`src/design/assert_macros.svh`:
```
// Assertion macros used by the segment run allocator.
`ifndef ASSERT_MACROS_SVH
`define ASSERT_MACROS_SVH
`ifndef ASSERT_OFF
`define ASSERT_ALWAYS(lbl, clk, rst, expr) \
   lbl: assert property (@(posedge clk) disable iff (rst) (expr)) \
      else $error("assertion failed")
`define ASSERT_NEXT(lbl, clk, rst, ante, cons) \
   lbl: assert property (@(posedge clk) disable iff (rst) (ante) |=> (cons)) \
      else $error("assertion failed")
`else
`define ASSERT_ALWAYS(lbl, clk, rst, expr)
`define ASSERT_NEXT(lbl, clk, rst, ante, cons)
`endif
`endif

```
`src/design/sra_pkg.sv`:
```
// Constants and codes of the segment run allocator.
package sra_pkg;

   localparam int SEGMENTS = 256;
   localparam int IDX_W    = $clog2(SEGMENTS);
   localparam int TAG_W    = $clog2(SEGMENTS + 1);
   localparam int SEG_W    = 25;
   localparam int ADDR_W   = 32;
   localparam int USED_W   = 9;
   localparam int ST_W     = 2;
   localparam int COV_W    = (TAG_W + SEG_W > ADDR_W + 1) ? TAG_W + SEG_W : ADDR_W + 1;
   localparam int PADDR_W  = 3;

   localparam logic [SEG_W-1:0]  SEG_SIZE_RESET = SEG_W'(4096);
   localparam logic [ADDR_W-1:0] BASE_RESET     = '0;

   localparam logic CMD_ALLOC = 1'b0;
   localparam logic CMD_FREE  = 1'b1;

   localparam logic [ST_W-1:0] STATUS_OK        = 2'd0;
   localparam logic [ST_W-1:0] STATUS_NO_SPACE  = 2'd1;
   localparam logic [ST_W-1:0] STATUS_NOT_FOUND = 2'd2;

   localparam logic CSR_SEG_SIZE = 1'b0;
   localparam logic CSR_BASE     = 1'b1;

endpackage

```
`src/design/segment_run_allocator.sv`:
```
// Top level of the first-fit segment run allocator.
//
//  channel  | handshake            | payload
//  ---------+----------------------+-----------------------------------------------
//  request  | req_valid/req_ready  | req_cmd, req_size_bytes, req_address
//  response | rsp_valid/rsp_ready  | rsp_status, rsp_result_address,
//           |                      |    rsp_used_segments
//  csr      | psel/penable/pready  | pwrite, paddr, pwdata, prdata
//
// Allocate: table reads run to the end of the first fitting run (index F), then
// one write per segment of the run marks it, and S_FINISH sends the response.
// The scan reads one table entry per cycle.
// Free: the scan reads up to the run's start at index S, then clears its L segments.
// Reset clears all per-entry valid bits together; no clearing pass follows.
// One request is in work at a time; a new one is taken while a result waits.
module segment_run_allocator (
   input  logic                              clock,
   input  logic                              reset,
   input  logic                              req_valid,
   output logic                              req_ready,
   input  logic                              req_cmd,
   input  logic [sra_pkg::ADDR_W-1:0]        req_size_bytes,
   input  logic [sra_pkg::ADDR_W-1:0]        req_address,
   output logic                              rsp_valid,
   input  logic                              rsp_ready,
   output logic [sra_pkg::ST_W-1:0]          rsp_status,
   output logic [sra_pkg::ADDR_W-1:0]        rsp_result_address,
   output logic [sra_pkg::USED_W-1:0]        rsp_used_segments,
   input  logic                              psel,
   input  logic                              penable,
   input  logic                              pwrite,
   input  logic [sra_pkg::PADDR_W-1:0]       paddr,
   input  logic [31:0]                       pwdata,
   output logic [31:0]                       prdata,
   output logic                              pready
);

`include "assert_macros.svh"

   typedef enum logic [2:0] {S_IDLE, S_SCAN, S_CLEAR, S_MARK, S_FINISH} state_type;

   localparam logic [sra_pkg::IDX_W-1:0] LAST_IDX = sra_pkg::IDX_W'(sra_pkg::SEGMENTS - 1);

   state_type                        state_ff, state_in;
   logic [sra_pkg::SEG_W-1:0]        seg_size_ff;
   logic [sra_pkg::ADDR_W-1:0]       base_ff;

   logic                             cmd_ff, cmd_in;
   logic [sra_pkg::ADDR_W-1:0]       size_ff, size_in;
   logic [sra_pkg::ADDR_W-1:0]       addr_ff, addr_in;
   logic [sra_pkg::TAG_W-1:0]        rd_idx_ff, rd_idx_in;
   logic [sra_pkg::IDX_W-1:0]        chk_ff, chk_in;
   logic                             pend_ff, pend_in;
   logic [sra_pkg::TAG_W-1:0]        run_ff, run_in;
   logic [sra_pkg::COV_W-1:0]        cover_ff, cover_in;
   logic [sra_pkg::IDX_W-1:0]        first_ff, first_in;
   logic [sra_pkg::IDX_W-1:0]        mark_ff, mark_in;
   logic [sra_pkg::IDX_W-1:0]        last_ff, last_in;
   logic [sra_pkg::TAG_W-1:0]        cur_tag_ff, cur_tag_in;
   logic [sra_pkg::TAG_W-1:0]        used_ff, used_in;
   logic [sra_pkg::ST_W-1:0]         res_status_ff, res_status_in;
   logic [sra_pkg::ADDR_W-1:0]       res_addr_ff, res_addr_in;
   logic                             rsp_valid_ff, rsp_valid_in;
   logic [sra_pkg::ST_W-1:0]         rsp_status_ff, rsp_status_in;
   logic [sra_pkg::ADDR_W-1:0]       rsp_addr_ff, rsp_addr_in;
   logic [sra_pkg::USED_W-1:0]       rsp_used_ff, rsp_used_in;

   // Owner memory with one valid bit per entry; an entry not yet written reads as free.
   logic [sra_pkg::TAG_W-1:0]        owner_mem_ff [sra_pkg::SEGMENTS];
   logic [sra_pkg::SEGMENTS-1:0]     valid_ff;
   logic [sra_pkg::TAG_W-1:0]        owner_q_ff;
   logic                             valid_q_ff;

   logic                             rd_en;
   logic [sra_pkg::IDX_W-1:0]        rd_addr;
   logic                             wr_en;
   logic [sra_pkg::IDX_W-1:0]        wr_addr;
   logic [sra_pkg::TAG_W-1:0]        wr_data;

   logic [sra_pkg::TAG_W-1:0]        tag;
   logic [sra_pkg::SEG_W-1:0]        seg_bytes;
   logic [sra_pkg::IDX_W-1:0]        mul_idx;
   logic [sra_pkg::IDX_W+sra_pkg::SEG_W-1:0] prod;
   logic [sra_pkg::ADDR_W-1:0]       start_addr;
   logic [sra_pkg::COV_W-1:0]        cover_new;
   logic                             csr_wr;

   assign tag        = valid_q_ff ? owner_q_ff : '0;
   assign seg_bytes  = (seg_size_ff == '0) ? sra_pkg::SEG_W'(1) : seg_size_ff;
   assign prod       = mul_idx * seg_bytes;
   assign start_addr = base_ff + sra_pkg::ADDR_W'(prod);
   assign cover_new  = cover_ff + sra_pkg::COV_W'(seg_bytes);

   assign req_ready          = (state_ff == S_IDLE);
   assign rsp_valid          = rsp_valid_ff;
   assign rsp_status         = rsp_status_ff;
   assign rsp_result_address = rsp_addr_ff;
   assign rsp_used_segments  = rsp_used_ff;

   assign pready = 1'b1;
   assign csr_wr = psel && penable && pwrite;

   always_comb begin
      case (paddr[2])
         sra_pkg::CSR_SEG_SIZE: prdata = 32'(seg_size_ff);
         sra_pkg::CSR_BASE:     prdata = base_ff;
         default:               prdata = '0;
      endcase
   end

   always_comb begin
      state_in      = state_ff;
      cmd_in        = cmd_ff;
      size_in       = size_ff;
      addr_in       = addr_ff;
      rd_idx_in     = rd_idx_ff;
      chk_in        = chk_ff;
      pend_in       = 1'b0;
      run_in        = run_ff;
      cover_in      = cover_ff;
      first_in      = first_ff;
      mark_in       = mark_ff;
      last_in       = last_ff;
      cur_tag_in    = cur_tag_ff;
      used_in       = used_ff;
      res_status_in = res_status_ff;
      res_addr_in   = res_addr_ff;
      rsp_valid_in  = rsp_valid_ff;
      rsp_status_in = rsp_status_ff;
      rsp_addr_in   = rsp_addr_ff;
      rsp_used_in   = rsp_used_ff;
      rd_en         = 1'b0;
      rd_addr       = rd_idx_ff[sra_pkg::IDX_W-1:0];
      wr_en         = 1'b0;
      wr_addr       = chk_ff;
      wr_data       = '0;
      mul_idx       = sra_pkg::IDX_W'(tag - sra_pkg::TAG_W'(1));

      if (rsp_valid_ff && rsp_ready) begin
         rsp_valid_in = 1'b0;
      end

      // Scan and clear keep one table read in flight each cycle.
      if ((state_ff == S_SCAN) || (state_ff == S_CLEAR)) begin
         if (rd_idx_ff < sra_pkg::TAG_W'(sra_pkg::SEGMENTS)) begin
            rd_en     = 1'b1;
            rd_idx_in = rd_idx_ff + sra_pkg::TAG_W'(1);
            chk_in    = rd_idx_ff[sra_pkg::IDX_W-1:0];
            pend_in   = 1'b1;
         end
      end

      case (state_ff)
         S_IDLE: begin
            if (req_valid) begin
               cmd_in    = req_cmd;
               size_in   = req_size_bytes;
               addr_in   = req_address;
               rd_idx_in = '0;
               run_in    = '0;
               cover_in  = '0;
               state_in  = S_SCAN;
            end
         end
         S_SCAN: begin
            if (pend_ff) begin
               if (cmd_ff == sra_pkg::CMD_ALLOC) begin
                  if (tag != '0) begin
                     run_in   = '0;
                     cover_in = '0;
                     if (chk_ff == LAST_IDX) begin
                        res_status_in = sra_pkg::STATUS_NO_SPACE;
                        res_addr_in   = '0;
                        state_in      = S_FINISH;
                     end
                  end else begin
                     if (run_ff == '0) begin
                        first_in = chk_ff;
                     end
                     run_in   = run_ff + sra_pkg::TAG_W'(1);
                     cover_in = cover_new;
                     if (cover_new >= sra_pkg::COV_W'(size_ff)) begin
                        mark_in  = (run_ff == '0) ? chk_ff : first_ff;
                        last_in  = chk_ff;
                        state_in = S_MARK;
                     end else if (chk_ff == LAST_IDX) begin
                        res_status_in = sra_pkg::STATUS_NO_SPACE;
                        res_addr_in   = '0;
                        state_in      = S_FINISH;
                     end
                  end
               end else begin
                  if ((tag != '0) && (start_addr == addr_ff)) begin
                     wr_en         = 1'b1;
                     used_in       = used_ff - sra_pkg::TAG_W'(1);
                     cur_tag_in    = tag;
                     res_status_in = sra_pkg::STATUS_OK;
                     res_addr_in   = addr_ff;
                     state_in      = (chk_ff == LAST_IDX) ? S_FINISH : S_CLEAR;
                  end else if (chk_ff == LAST_IDX) begin
                     res_status_in = sra_pkg::STATUS_NOT_FOUND;
                     res_addr_in   = '0;
                     state_in      = S_FINISH;
                  end
               end
            end
         end
         S_CLEAR: begin
            if (pend_ff) begin
               if (tag == cur_tag_ff) begin
                  wr_en   = 1'b1;
                  used_in = used_ff - sra_pkg::TAG_W'(1);
                  if (chk_ff == LAST_IDX) begin
                     state_in = S_FINISH;
                  end
               end else begin
                  state_in = S_FINISH;
               end
            end
         end
         S_MARK: begin
            mul_idx     = first_ff;
            wr_en       = 1'b1;
            wr_addr     = mark_ff;
            wr_data     = sra_pkg::TAG_W'(first_ff) + sra_pkg::TAG_W'(1);
            res_addr_in = start_addr;
            if (mark_ff == last_ff) begin
               used_in       = used_ff + run_ff;
               res_status_in = sra_pkg::STATUS_OK;
               state_in      = S_FINISH;
            end else begin
               mark_in = mark_ff + sra_pkg::IDX_W'(1);
            end
         end
         S_FINISH: begin
            if (!rsp_valid_ff || rsp_ready) begin
               rsp_valid_in  = 1'b1;
               rsp_status_in = res_status_ff;
               rsp_addr_in   = res_addr_ff;
               rsp_used_in   = sra_pkg::USED_W'(used_ff);
               state_in      = S_IDLE;
            end
         end
         default: begin
            state_in = S_IDLE;
         end
      endcase
   end

   always_ff @(posedge clock) begin
      if (reset) begin
         state_ff     <= S_IDLE;
         rsp_valid_ff <= 1'b0;
         pend_ff      <= 1'b0;
         used_ff      <= '0;
         valid_ff     <= '0;
         seg_size_ff  <= sra_pkg::SEG_SIZE_RESET;
         base_ff      <= sra_pkg::BASE_RESET;
      end else begin
         state_ff     <= state_in;
         rsp_valid_ff <= rsp_valid_in;
         pend_ff      <= pend_in;
         used_ff      <= used_in;
         if (wr_en) begin
            valid_ff[wr_addr] <= 1'b1;
         end
         if (csr_wr && (paddr[2] == sra_pkg::CSR_SEG_SIZE)) begin
            seg_size_ff <= pwdata[sra_pkg::SEG_W-1:0];
         end
         if (csr_wr && (paddr[2] == sra_pkg::CSR_BASE)) begin
            base_ff <= pwdata;
         end
      end
      cmd_ff        <= cmd_in;
      size_ff       <= size_in;
      addr_ff       <= addr_in;
      rd_idx_ff     <= rd_idx_in;
      chk_ff        <= chk_in;
      run_ff        <= run_in;
      cover_ff      <= cover_in;
      first_ff      <= first_in;
      mark_ff       <= mark_in;
      last_ff       <= last_in;
      cur_tag_ff    <= cur_tag_in;
      res_status_ff <= res_status_in;
      res_addr_ff   <= res_addr_in;
      rsp_status_ff <= rsp_status_in;
      rsp_addr_ff   <= rsp_addr_in;
      rsp_used_ff   <= rsp_used_in;
   end

   always_ff @(posedge clock) begin
      if (wr_en) begin
         owner_mem_ff[wr_addr] <= wr_data;
      end
      if (rd_en) begin
         owner_q_ff <= owner_mem_ff[rd_addr];
         valid_q_ff <= valid_ff[rd_addr];
      end
   end

   `ASSERT_ALWAYS(a_used_bound, clock, reset, used_ff <= sra_pkg::TAG_W'(sra_pkg::SEGMENTS));
   `ASSERT_ALWAYS(a_mark_range, clock, reset, (state_ff != S_MARK) || (mark_ff <= last_ff));
   `ASSERT_ALWAYS(a_status_code, clock, reset, !rsp_valid_ff || (rsp_status_ff != 2'd3));
   `ASSERT_NEXT(a_accept_busy, clock, reset, req_valid && req_ready, state_ff == S_SCAN);
   `ASSERT_NEXT(a_fail_zero, clock, reset, (state_ff == S_FINISH) && (!rsp_valid_ff || rsp_ready)
      && (res_status_ff != sra_pkg::STATUS_OK), rsp_addr_ff == '0);

endmodule
```
`config.mk`:
```
export PLATFORM = sky130hd
export DESIGN_NAME = segment_run_allocator
export DESIGN_NICKNAME = d
export VERILOG_FILES = /design/src/design/sra_pkg.sv /design/src/design/segment_run_allocator.sv
export VERILOG_INCLUDE_DIRS = /design/src /design/src/design
export SDC_FILE = /design/constraint.sdc
export NUM_CORES = 2
export LEC_CHECK = 0
export BUFFER_PORTS_ARGS = -buffer_cell sky130_fd_sc_hd__clkbuf_2
export CAP_MARGIN = 25
export CELL_PAD_IN_SITES_DETAIL_PLACEMENT = 1
export CELL_PAD_IN_SITES_GLOBAL_PLACEMENT = 2
export CORE_ASPECT_RATIO = 1.1
export CORE_MARGIN = 8
export CORE_UTILIZATION = 30
export CTS_BUF_LIST = sky130_fd_sc_hd__clkbuf_8
export DETAILED_ROUTE_END_ITERATION = 8
export PLACE_DENSITY_LB_ADDON = 0.2
export SYNTH_ARGS = -nofsm -noshare
export SYNTH_HDL_FRONTEND = slang
export SYNTH_SLANG_ARGS = --single-unit
```
`constraint.sdc`:
```
create_clock -name clock -period 18.57 [get_ports clock]
set_input_delay 3.714 -clock clock [delete_from_list [all_inputs] [get_ports clock]]
set_output_delay 3.714 -clock clock [all_outputs]
set_load 0.01 [all_outputs]
```
==> flow_summary.ini <==
[timing]
slew_violations = 0
worstMarginPinSlew_ps = 1140
timing.fmax_mhz = 90.7
period_minus_slack_ps = 11030
hold_viol_final = 0
relSlewSlack_pct = 24.0
fin_skew_ps = 69.9
setup_viol = 0
rsz0062_at_grt = no
setup_slack_ps = 7540
timing.final.crit_share_pct = 59.4
setup_tns_ps = 0

[synthesis]
yosysTopAreaCellShare_pct = 61.3
synth_cell_types = 82
synth-edff-count = 2540
ys.warnings.count = 0
synth_area_leader_cell = edfxtp_1
yosysSeqAreaShare_pct = 66.7
synthCells = 7087
synth-seq-cells = 2876
synth_area_um2 = 124000
synthTopCellsByArea = edfxtp_1 61%, mux4_2 15%, dfxtp_1 5.4%
syn_nets = 7485
synth_area_per_cell_um2 = 17.5
synth_commonest_cells = 2540 x edfxtp_1, 850 x mux4_2, 563 x inv_1
ys_async_sr_fraction_pct = 0
ys.flop_type = edfxtp_1
yosysMostFrequentCell = edfxtp_1

[setup_path]
r2r_cells = 30
worst-path-max-fanout = 44
end_kind = flip-flop
worst-setup-path-type = reg -> reg
critPathArrivalTime_ps = 11770
cp_slowest_cell = nor2_1
rrSetupSlack_ps = 7540
cp-start-kind = flip-flop
crit_required_ps = 19320
cpPeakStageDelay_ps = 930
reg2reg_from = valid_q_ff
rr_endpoint = owner_mem_ff[165][3]

[power_and_ir_drop]
max-vdd-ir-drop_mv = 0.0851
clkPwrFrac_pct = 37.1
intPower_mw = 11.0
power.leakage_nw = 49.0
total_power_mw = 15.3
power_frac_comb_pct = 16.6
switching_share_pct = 28.1
power_density_nw_per_um2 = 108
p_seq_share_pct = 46.4
p_sw_mw = 4.30

[cts]
cts_setup_buffers = 0
htree_levels = 6
clkLatencyLatePin_ps = 1160
path_clk_slew_ps = 60
ctsRootBufferMaster = clkbuf_8
cts_buffers = 530
cts_hold_buffers = 0
cts_buffer_depth = 4
cts_resized = 0
clock_sinks = 2876
cts_tree = yes

[global_routing]
antenna_found_initial = 23
grt_overflow_total = 0
grt_pass1_vias = 72200
grt_usage_pct = 16.5
grt_max_degree = 179
grt_first_pass_wirelength_mm = 530

[floorplanning]
rows = 248
initial_core_util_pct = 30.1
io_pins = 185
die-area_um2 = 435000
core-area_um2 = 414000
die_h_um = 691
die_width_um = 630

[routing]
drc = 0
dr.pass1.iters = 5
vias = 65600
detail-route-antenna-nets = 0
detail_route.vias_per_cell = 4.88
wire_per_inst_um = 27.3
dr.first_iter.drc_count = 4126
wl_mm = 367

[placed_design]
dp.cells = 12500
io_buffers = 181
place_hpwl_mm = 232
gp_congestion = 0.764
pre_cts_slack_ps = 7430

[cells_and_area]
drive_gt1_share_pct = 27.6
nFillCells = 41700
nets = 7922
area_growth_pct = 14.1
fin_cells = 13400

[run_status]
status = finished clean

[worst_hold_path]
holdPathStages = 0
hp-class = reg -> reg
worst_hold_startpoint = res_addr_ff[1]
worstHoldEndpoint = rsp_result_address[1]

[run]
max_cap_violations = 0
-- flip-flops by register name, indices dropped and copies added (netlist names), 3 cells and up --
| name | count |
|---|---|
| run_ff | 9 |
| rsp_used_segments | 9 |
| owner_mem_ff | 2304 |
| last_ff | 8 |
| addr_ff | 32 |
| base_ff | 32 |
| cover_ff | 34 |
| state_ff | 3 |
| res_addr_ff | 32 |
| rsp_result_address | 32 |
| used_ff | 9 |
| valid_ff | 256 |
| owner_q_ff | 9 |
| cur_tag_ff | 9 |
| size_ff | 32 |
| chk_ff | 8 |
| seg_size_ff | 25 |
| first_ff | 8 |
| rd_idx_ff | 9 |
| mark_ff | 8 |
-- per-stage QoR --
step	hold slack, ps	area (um^2)	utilization (%)
floorplan	406	124000	-
global placement	437	132000	31.8
detailed placement	435	132000	31.9
CTS	428	141000	34.2
global route	457	142000	34.3
finish	444	142000	34.3
-- worst max path at each step --
stage | start | to | slack [ps] | cells past startpoint
floorplan | state_ff[1] | owner_mem_ff[184][0] | 3870 | 30
finish | valid_q_ff | owner_mem_ff[165][3] | 7540 | 30
CTS | valid_q_ff | owner_mem_ff[196][0] | 7380 | 25
detailed placement | valid_q_ff | owner_mem_ff[196][8] | 7430 | 25
global placement | valid_q_ff | owner_mem_ff[108][6] | 7150 | 24
global route | valid_q_ff | owner_mem_ff[165][3] | 6960 | 30
-- worst max-delay path, delay by kind of cell, from the launching register on --
family          cells  cell delay [ps]
simple gates        9             3280
buf+inv             7             1460
flops               1              660
xor+xnor            3              670
compound gates      5             1590
fa+ha+maj           6             2770
-- final cells by class --
| cell class | instances | area, um^2 | share of cell area (%) |
|---|---|---|---|
| multi-input cells | 3209 | 37600 | 26.5 |
| flip-flops and latches | 2876 | 83000 | 58.5 |
| inverters | 563 | 2110 | 1.49 |
| diodes | 11 | 27.5 | 0.0194 |
| clock inverters | 383 | 2130 | 1.50 |
| clock buffers | 549 | 7560 | 5.33 |
| repair buffers | 344 | 2510 | 1.77 |
| well taps | 5500 | 6880 | 4.85 |
-- per-layer routing --
layer / wire length [um] / share of wire [%] / vias to the layer above / track usage (%)
met5: 13 / 0.0035 / - / 0
met4: 8710 / 2.4 / 2 / 4.25
met3: 13200 / 3.6 / 522 / 2.32
met2: 187000 / 51 / 1391 / 29.1
met1: 158000 / 43 / 35300 / 21.3
li1: - / - / 28300 / -
-- power by group through the flow --
stage,Sequential (mW),Clock (mW),Combinational [mW]
finish,7.09,5.67,2.53
global route,7.10,6.13,2.72
CTS,7.09,5.90,2.63
detailed placement,7.23,0,2.62
global placement,7.23,0,2.61
floorplan,7.16,0,1.76
-- logic make-up after synthesis --
| kind of cell | synth area share, % |
|---|---|
| AOI/OAI and AO/OA | 4.69 |
| DFF | 66.7 |
| other | 0.00302 |
| buffers and inverters | 3.24 |
| adders and majority gates | 3.95 |
| xor gates and xnor gates | 1.04 |
| and+or+nand+nor | 4.62 |
| muxes | 15.7 |
-- placed cells by master, fill, tap and decap left out, types with 121 or more instances in the layout --
cell,count
a21oi_1,145
and2_1,185
buf_4,130
clkbuf_2,180
clkbuf_8,549
dfxtp_1,330
edfxtp_1,2540
fa_1,170
ha_1,121
inv_1,750
mux4_2,850
nand2_1,330
nor2_1,418
o22ai_2,240
No activity file was read; power rests on OpenSTA's default activity.
